## src/hw/rtl/winograd_filter_transform_macros.svh

```systemverilog
// Assertion macros for the Winograd filter transform RTL.
// Included by the modules that carry concurrent assertions; needs clk_i and rst_ni in scope.
`ifndef WINOGRAD_FILTER_TRANSFORM_MACROS_SVH
`define WINOGRAD_FILTER_TRANSFORM_MACROS_SVH

// Checked on every rising clock edge outside of reset.
`define WFT_ASSERT(lbl, prop, msg) \
  lbl: assert property (@(posedge clk_i) disable iff (!rst_ni) prop) \
    else $error(msg);

// Checked on every rising clock edge, reset included.
`define WFT_ASSERT_ALWAYS(lbl, prop, msg) \
  lbl: assert property (@(posedge clk_i) prop) \
    else $error(msg);

`endif

```

## src/hw/rtl/wft_pkg.sv

```systemverilog
// Shared types and constants for the Winograd F(2x2,3x3) filter transform.
// No dependencies; used by winograd_filter_transform.
package wft_pkg;

  // Geometry and field widths.
  localparam int TileSize    = 4;
  localparam int MaxChannels = 1024;
  localparam int WeightW     = 16;
  localparam int ValW        = 20;
  localparam int IdxW        = 24;
  localparam int ChanW       = 10;
  localparam int CfgW        = 11;
  localparam int CfgIdxW     = 4;

  // Configuration register indexes.
  localparam logic [CfgIdxW-1:0] RegNumOutputs  = CfgIdxW'(0);
  localparam logic [CfgIdxW-1:0] RegNumChannels = CfgIdxW'(1);

  typedef logic signed [ValW-1:0] val_t;

  // One filter request.
  typedef struct packed {
    logic signed [WeightW-1:0] w00;
    logic signed [WeightW-1:0] w01;
    logic signed [WeightW-1:0] w02;
    logic signed [WeightW-1:0] w10;
    logic signed [WeightW-1:0] w11;
    logic signed [WeightW-1:0] w12;
    logic signed [WeightW-1:0] w20;
    logic signed [WeightW-1:0] w21;
    logic signed [WeightW-1:0] w22;
    logic [ChanW-1:0]          out_chan;
    logic [ChanW-1:0]          in_chan;
  } in_req_t;

  // One transformed tile row.
  typedef struct packed {
    logic [1:0]        tile_row;
    val_t              val0;
    val_t              val1;
    val_t              val2;
    val_t              val3;
    logic [IdxW-1:0]   base_index;
    logic              last_row;
  } out_rsp_t;

  // Channel counts above the supported maximum are held at the maximum.
  function automatic logic [CfgW-1:0] clamp_count(input logic [CfgW-1:0] v);
    logic [CfgW-1:0] lim;
    lim = CfgW'(MaxChannels);
    return (v > lim) ? lim : v;
  endfunction

endpackage

```

## src/hw/rtl/winograd_filter_transform.sv

```systemverilog
// Winograd F(2x2,3x3) filter transform: turns one 3x3 filter into four 4-value tile rows.
// Depends on wft_pkg and winograd_filter_transform_macros.svh.
//
// Each accepted filter (nine signed Q1.14 weights plus its output and input channel)
// yields four results, tile rows 0..3 of G*f*G^T, each with four exact 20-bit values
// (16 fraction bits) and the destination index xi*4*O*C + c*O + o, taken modulo 2^24.
// The datapath has three register stages: column transform with the c*O product,
// row transform with the base index, and a four-row output buffer that issues one row
// per cycle while out_ready_i is high. The first row is shown once the filter has moved
// through stages 1 and 2 into the output buffer, which sets the sustained rate; the two
// stages ahead of it hold up to two further filters, so input requests are taken while
// rows drain. Configuration writes are taken in every cycle and must only happen while the
// block is idle; a write to an index other than 0 or 1 is ignored.
`include "winograd_filter_transform_macros.svh"

module winograd_filter_transform (
  input  logic                          clk_i,
  input  logic                          rst_ni,
  // Filter requests.
  input  logic                          in_valid_i,
  output logic                          in_ready_o,
  input  wft_pkg::in_req_t              in_req_i,
  // Tile rows.
  output logic                          out_valid_o,
  input  logic                          out_ready_i,
  output wft_pkg::out_rsp_t             out_rsp_o,
  // Configuration writes.
  input  logic                          cfg_valid_i,
  output logic                          cfg_ready_o,
  input  logic [wft_pkg::CfgIdxW-1:0]   cfg_index_i,
  input  logic [wft_pkg::CfgW-1:0]      cfg_data_i
);

  localparam int ValW = wft_pkg::ValW;
  localparam int IdxW = wft_pkg::IdxW;
  localparam int OcW  = 2 * wft_pkg::CfgW;
  localparam int CoW  = wft_pkg::ChanW + wft_pkg::CfgW;
  localparam logic [1:0] LastRow = 2'(wft_pkg::TileSize - 1);

  // Configuration registers and the derived O*C product.
  logic [wft_pkg::CfgW-1:0] num_outputs_q, num_channels_q;
  logic [OcW-1:0]           oc_q, oc_d;
  logic [IdxW-1:0]          step_q, step_d;

  assign cfg_ready_o = 1'b1;
  assign oc_d        = OcW'(num_outputs_q) * OcW'(num_channels_q);
  assign step_d      = IdxW'({oc_q, 2'b00});

  always_ff @(posedge clk_i or negedge rst_ni) begin
    if (!rst_ni) begin
      num_outputs_q  <= wft_pkg::CfgW'(1);
      num_channels_q <= wft_pkg::CfgW'(1);
      oc_q           <= OcW'(1);
      step_q         <= IdxW'(4);
    end else begin
      if (cfg_valid_i && cfg_ready_o) begin
        case (cfg_index_i)
          wft_pkg::RegNumOutputs:  num_outputs_q  <= wft_pkg::clamp_count(cfg_data_i);
          wft_pkg::RegNumChannels: num_channels_q <= wft_pkg::clamp_count(cfg_data_i);
          default: ;
        endcase
      end
      oc_q   <= oc_d;
      step_q <= step_d;
    end
  end

  // Pipeline flow control.
  logic s1_valid_q, s2_valid_q, s3_valid_q;
  logic [1:0] s3_row_q;
  logic s1_ready, s2_ready, s3_load, out_take, s3_last;

  assign s3_last    = (s3_row_q == LastRow);
  assign out_take   = s3_valid_q && out_ready_i;
  assign s3_load    = s2_valid_q && (!s3_valid_q || (out_take && s3_last));
  assign s2_ready   = !s2_valid_q || s3_load;
  assign s1_ready   = !s1_valid_q || s2_ready;
  assign in_ready_o = s1_ready;

  // Stage 1: scale to 16 fraction bits and apply G down each column; form c*O.
  wft_pkg::val_t    s1_t_d [4][3];
  wft_pkg::val_t    s1_t_q [4][3];
  logic [CoW-1:0]   s1_co_d, s1_co_q;
  logic [wft_pkg::ChanW-1:0] s1_o_q;

  always_comb begin
    logic signed [17:0] wt [3][3];
    wft_pkg::val_t a, b, d, sum_p, sum_m;
    wt[0][0] = {in_req_i.w00, 2'b00};
    wt[0][1] = {in_req_i.w01, 2'b00};
    wt[0][2] = {in_req_i.w02, 2'b00};
    wt[1][0] = {in_req_i.w10, 2'b00};
    wt[1][1] = {in_req_i.w11, 2'b00};
    wt[1][2] = {in_req_i.w12, 2'b00};
    wt[2][0] = {in_req_i.w20, 2'b00};
    wt[2][1] = {in_req_i.w21, 2'b00};
    wt[2][2] = {in_req_i.w22, 2'b00};
    for (int s = 0; s < 3; s++) begin
      a     = ValW'(wt[0][s]);
      b     = ValW'(wt[1][s]);
      d     = ValW'(wt[2][s]);
      sum_p = a + b + d;
      sum_m = a - b + d;
      s1_t_d[0][s] = a;
      s1_t_d[1][s] = sum_p >>> 1;
      s1_t_d[2][s] = sum_m >>> 1;
      s1_t_d[3][s] = d;
    end
    s1_co_d = CoW'(in_req_i.in_chan) * CoW'(num_outputs_q);
  end

  always_ff @(posedge clk_i or negedge rst_ni) begin
    if (!rst_ni) begin
      s1_valid_q <= 1'b0;
    end else if (s1_ready) begin
      s1_valid_q <= in_valid_i;
    end
  end

  always_ff @(posedge clk_i) begin
    if (s1_ready && in_valid_i) begin
      s1_t_q  <= s1_t_d;
      s1_co_q <= s1_co_d;
      s1_o_q  <= in_req_i.out_chan;
    end
  end

  // Stage 2: apply G along each row; form the row 0 index c*O + o.
  wft_pkg::val_t   s2_tile_d [4][4];
  wft_pkg::val_t   s2_tile_q [4][4];
  logic [IdxW-1:0] s2_base_q;

  always_comb begin
    logic signed [ValW+1:0] a, b, d, sum_p, sum_m;
    for (int xi = 0; xi < 4; xi++) begin
      a     = (ValW+2)'(s1_t_q[xi][0]);
      b     = (ValW+2)'(s1_t_q[xi][1]);
      d     = (ValW+2)'(s1_t_q[xi][2]);
      sum_p = a + b + d;
      sum_m = a - b + d;
      s2_tile_d[xi][0] = s1_t_q[xi][0];
      s2_tile_d[xi][1] = sum_p[ValW:1];
      s2_tile_d[xi][2] = sum_m[ValW:1];
      s2_tile_d[xi][3] = s1_t_q[xi][2];
    end
  end

  always_ff @(posedge clk_i or negedge rst_ni) begin
    if (!rst_ni) begin
      s2_valid_q <= 1'b0;
    end else if (s2_ready) begin
      s2_valid_q <= s1_valid_q;
    end
  end

  always_ff @(posedge clk_i) begin
    if (s2_ready && s1_valid_q) begin
      s2_tile_q <= s2_tile_d;
      s2_base_q <= IdxW'(s1_co_q) + IdxW'(s1_o_q);
    end
  end

  // Stage 3: output buffer; rows shift up one per taken result, index steps by 4*O*C.
  wft_pkg::val_t   s3_rows_q [4][4];
  logic [IdxW-1:0] s3_base_q;

  always_ff @(posedge clk_i or negedge rst_ni) begin
    if (!rst_ni) begin
      s3_valid_q <= 1'b0;
      s3_row_q   <= 2'd0;
    end else if (s3_load) begin
      s3_valid_q <= 1'b1;
      s3_row_q   <= 2'd0;
    end else if (out_take) begin
      if (s3_last) begin
        s3_valid_q <= 1'b0;
      end
      s3_row_q <= s3_row_q + 2'd1;
    end
  end

  always_ff @(posedge clk_i) begin
    if (s3_load) begin
      s3_rows_q <= s2_tile_q;
      s3_base_q <= s2_base_q;
    end else if (out_take) begin
      for (int i = 0; i < 3; i++) begin
        s3_rows_q[i] <= s3_rows_q[i+1];
      end
      s3_base_q <= s3_base_q + step_q;
    end
  end

  // Result fields.
  assign out_valid_o          = s3_valid_q;
  assign out_rsp_o.tile_row   = s3_row_q;
  assign out_rsp_o.val0       = s3_rows_q[0][0];
  assign out_rsp_o.val1       = s3_rows_q[0][1];
  assign out_rsp_o.val2       = s3_rows_q[0][2];
  assign out_rsp_o.val3       = s3_rows_q[0][3];
  assign out_rsp_o.base_index = s3_base_q;
  assign out_rsp_o.last_row   = s3_last;

  // A fresh tile always starts at row 0.
  `WFT_ASSERT(a_first_row, out_valid_o && !$past(out_valid_o) |-> out_rsp_o.tile_row == 2'd0, "tile did not start at row 0")
  // A taken row that is not the last is followed at once by the next row.
  `WFT_ASSERT(a_row_follows, out_valid_o && out_ready_i && !out_rsp_o.last_row |=> out_valid_o && out_rsp_o.tile_row == $past(out_rsp_o.tile_row) + 2'd1, "row sequence broken")
  // Row indexes advance by four times O*C.
  `WFT_ASSERT(a_base_step, out_valid_o && out_ready_i && !out_rsp_o.last_row |=> out_rsp_o.base_index == $past(out_rsp_o.base_index) + step_q, "row index step wrong")
  // An accepted request is held in the first stage on the next cycle.
  `WFT_ASSERT(a_accept_lands, in_valid_i && in_ready_o |=> s1_valid_q, "accepted request lost")
  // Stored channel counts never exceed the supported maximum.
  `WFT_ASSERT(a_count_range, num_outputs_q <= wft_pkg::CfgW'(wft_pkg::MaxChannels) && num_channels_q <= wft_pkg::CfgW'(wft_pkg::MaxChannels), "channel count out of range")

endmodule
```

## config.mk

```make
export PLATFORM = sky130hd
export DESIGN_NAME = winograd_filter_transform
export DESIGN_NICKNAME = d
export VERILOG_FILES = /design/src/hw/rtl/wft_pkg.sv /design/src/hw/rtl/winograd_filter_transform.sv
export VERILOG_INCLUDE_DIRS = /design/src /design/src/hw/rtl
export SDC_FILE = /design/constraint.sdc
export NUM_CORES = 2
export LEC_CHECK = 0
export ABC_AREA = 1
export BUFFER_PORTS_ARGS = -buffer_cell sky130_fd_sc_hd__buf_2
export CAP_MARGIN = 10
export CORE_UTILIZATION = 40
export CTS_CLUSTER_SIZE = 24
export DETAILED_ROUTE_END_ITERATION = 7
export HOLD_SLACK_MARGIN = 0.12
export PLACE_DENSITY = 0.58
export REMOVE_ABC_BUFFERS = 1
export SETUP_SLACK_MARGIN = 0.1
export SLEW_MARGIN = 20
export SYNTH_ARGS = -nofsm -noshare
export SYNTH_HDL_FRONTEND = slang
export SYNTH_SLANG_ARGS = --single-unit
```

## constraint.sdc

```tcl
create_clock -name clk_i -period 25.3 [get_ports clk_i]
set_input_delay 5.06 -clock clk_i [delete_from_list [all_inputs] [get_ports clk_i]]
set_output_delay 5.06 -clock clk_i [all_outputs]
set_load 0.02 [all_outputs]
```

==> qor.csv <==
metric,value,unit
status,"complete, no violations",
ir_worst_vdd,76.8,uV
yosysMostFrequentCell,nand2_1,
tns,0,ns
cts_tree,built,
finClkSkew,0.0791,ns
grt_overflow_total,0,
cp_data_required_time,20.24,ns
ys_seq_area_share,44.4,%
area_delta_synth_final,11.3,%
wl_per_cell,20.0,microns
worstPathMaxFanout,3,
std_cell_rows,143,
cpLargestDelayFamily,buffers and inverters,
synth.largest_area_cell,edfxtp_1,
path_buf_inv,2,
hold_ws,0.346,ns
grt_pass1_wl,267,mm
utilization,45.0,%
syn_avg_cell_area,9.35,sq um
crit_path_end_kind,output pin,
first_pass_iters,6,
ys.warnings.count,0,
drtIter0Drc,3030,
vias,43500,
cts_resized,0,
die_height,394,microns
fin_ws,14.64,ns
nFillCells,14800,
hold_class,reg2reg,
ys_top_cells_by_area,"edfxtp_1, fa_1, nand2_1, inv_1, ha_1",
pre_cts_slack,14.65,ns
leakage,34.3,nW
cts_buffers,106,
io_pins,294,
crit_type,in2out,
cts_setup_buffers,0,
path_clk_slew,0.06,ns
cts_sinks,923,
synth_cells,6588,
ys_top_cells_by_count,"nand2_1, inv_1, edfxtp_1",
drt.antenna.violating_nets,0,
syn_area,61600,sq um
routed_via_density,4.86,
grt_max_degree,147,
cts_root_buf,clkbuf_16,
async_reset_ff_share,7.69,%
max_freq,93.8,MHz
synth_ff_type,edfxtp_1,
drv_cap,0,
cp_common_cell,buf_2,
portBuffers,290,
min_period_over_period,42.1,%
crit_chain,"buf_2, nand2_1, nand4_1, buf_2",
slowest_stage,buf_2,
antenna_found_initial,19,
drc_errors,0,
arrival,5.60,ns
clk-insertion-delay-late,0.77,ns
routed_wl,179,mm
ctsHoldBuffers,0,
die_x,394,microns
ys_types,45,
critPathMaxStageDelay,0.20,ns
worst_pin_slew,1.05,ns
coreArea,152000,sq um
drive_gt1_share,7.86,%
nets,7795,
drv_slew,0,
power_density,137,nW/um^2
htree_levels,3,
synth_edf_count,852,
setup_viol,0,
yosys_register_bits,923,
clk_path_buf_depth,3,
worst_slew_margin_rel,30.3,%
dieArea,156000,sq um
period_needed,10.66,ns
synth_top_area_share,41.5,%
totalPowerFinal,9.42,mW
hpwl,143,mm
start_util,40.4,%
finalHoldViolCount,0,
crit_path_start_kind,primary input,
grtUsageTotal,23.0,%
rsz0062_at_grt,no,
grt_pass1_vias,44100,
gp_congestion,0.935,
==> cell usage in the layout, fill, tap and decap left out, types with 11 or more instances in the layout <==
cell type  netlist  layout
bufinv_16        0      16
nor4_1          11      11
xnor2_1         37      37
clkinv_2         0      16
inv_1         1413    1411
edfxtp_1       852     852
dfrtp_1         67      67
o21ai_1         17      16
clkbuf_1        47      16
buf_2           41     290
o21ai_0         75      75
a21o_1          45      45
clkbuf_16        0     107
o21bai_1        51      51
a21oi_1        247     247
nand2_2         19      18
o21a_1          16      16
a31oi_1         19      19
nand3_1        277     277
clkinv_1         0      12
ha_1           385     385
fa_1           398     398
buf_4           92      17
xor2_1         166     166
nand2_1       1888    1888
nand4_1         29      29
nor2_1         295     295
nor3_1          34      34
==> power breakdown <==
group | total (mW) | switching, mW | leakage [nW] | internal, mW
Sequential | 3.02 | 0.337 | 9.04 | 2.69
Clock | 1.63 | 0.678 | 1.79 | 0.957
Combinational | 4.77 | 3.24 | 23.5 | 1.53
==> logic make-up after synthesis <==
group / Yosys count / synth area share [%]
other: 2 / 0.0122
AND/OR/NAND/NOR: 2585 / 16.9
AO/OA/AOI/OAI: 495 / 4.69
XOR/XNOR: 203 / 2.89
buffers and inverters: 1597 / 10.4
adder cells (fa/ha/maj): 783 / 20.8
flip-flops: 923 / 44.4
==> area by class of cell <==
class	count	area (sq um)	share of cell area (%)
antenna	5	12.5	0.0183
clock buffer	126	2780	4.05
clock inverter	72	956	1.39
inverter	1417	5340	7.79
multi-input combinational	4069	27900	40.7
sequential	923	27400	39.9
tap	2030	2540	3.71
timing repair buffer	311	1670	2.43
==> metrics by stage <==
stage	cell area, sq um	instances
floorplan	60500	6409
global placement	64800	8749
detailed placement	64800	8749
CTS	68500	8947
global route	68500	8949
finish	68500	8953
==> worst paths after layout <==
| kind | startpoint | end | slack (ns) | cells past startpoint |
|---|---|---|---|---|
| setup / recovery | out_ready_i | in_ready_o | 14.64 | 4 |
| hold / removal | oc_q[11] | step_q[13] | 0.35 | 0 |
| setup reg to reg | num_outputs_q[3] | oc_q[20] | 19.98 | 19 |
| hold reg to reg | oc_q[11] | step_q[13] | 0.35 | 0 |
| max in group asynchronous | rst_ni | num_channels_q[1] | 20.15 | 2 |
| min in group asynchronous | rst_ni | step_q[12] | 4.54 | 2 |
==> routing by layer <==
layer  track usage [%]  routed length [microns]
met3              3.15                     9890
met5                 0                       65
met4              8.60                     6730
met2              35.5                    78900
met1              32.7                    83400
==> flip-flops by register name, summed over array words and instances, names as in the netlist, 21 cells and up <==
signal     count
s3_rows_q    217
s1_co_q       21
s2_base_q     22
s1_t_q       201
s3_base_q     24
s2_tile_q    282
oc_q          22
out_rsp_o     75
step_q        22
No activity file was read; power rests on OpenSTA's default activity.
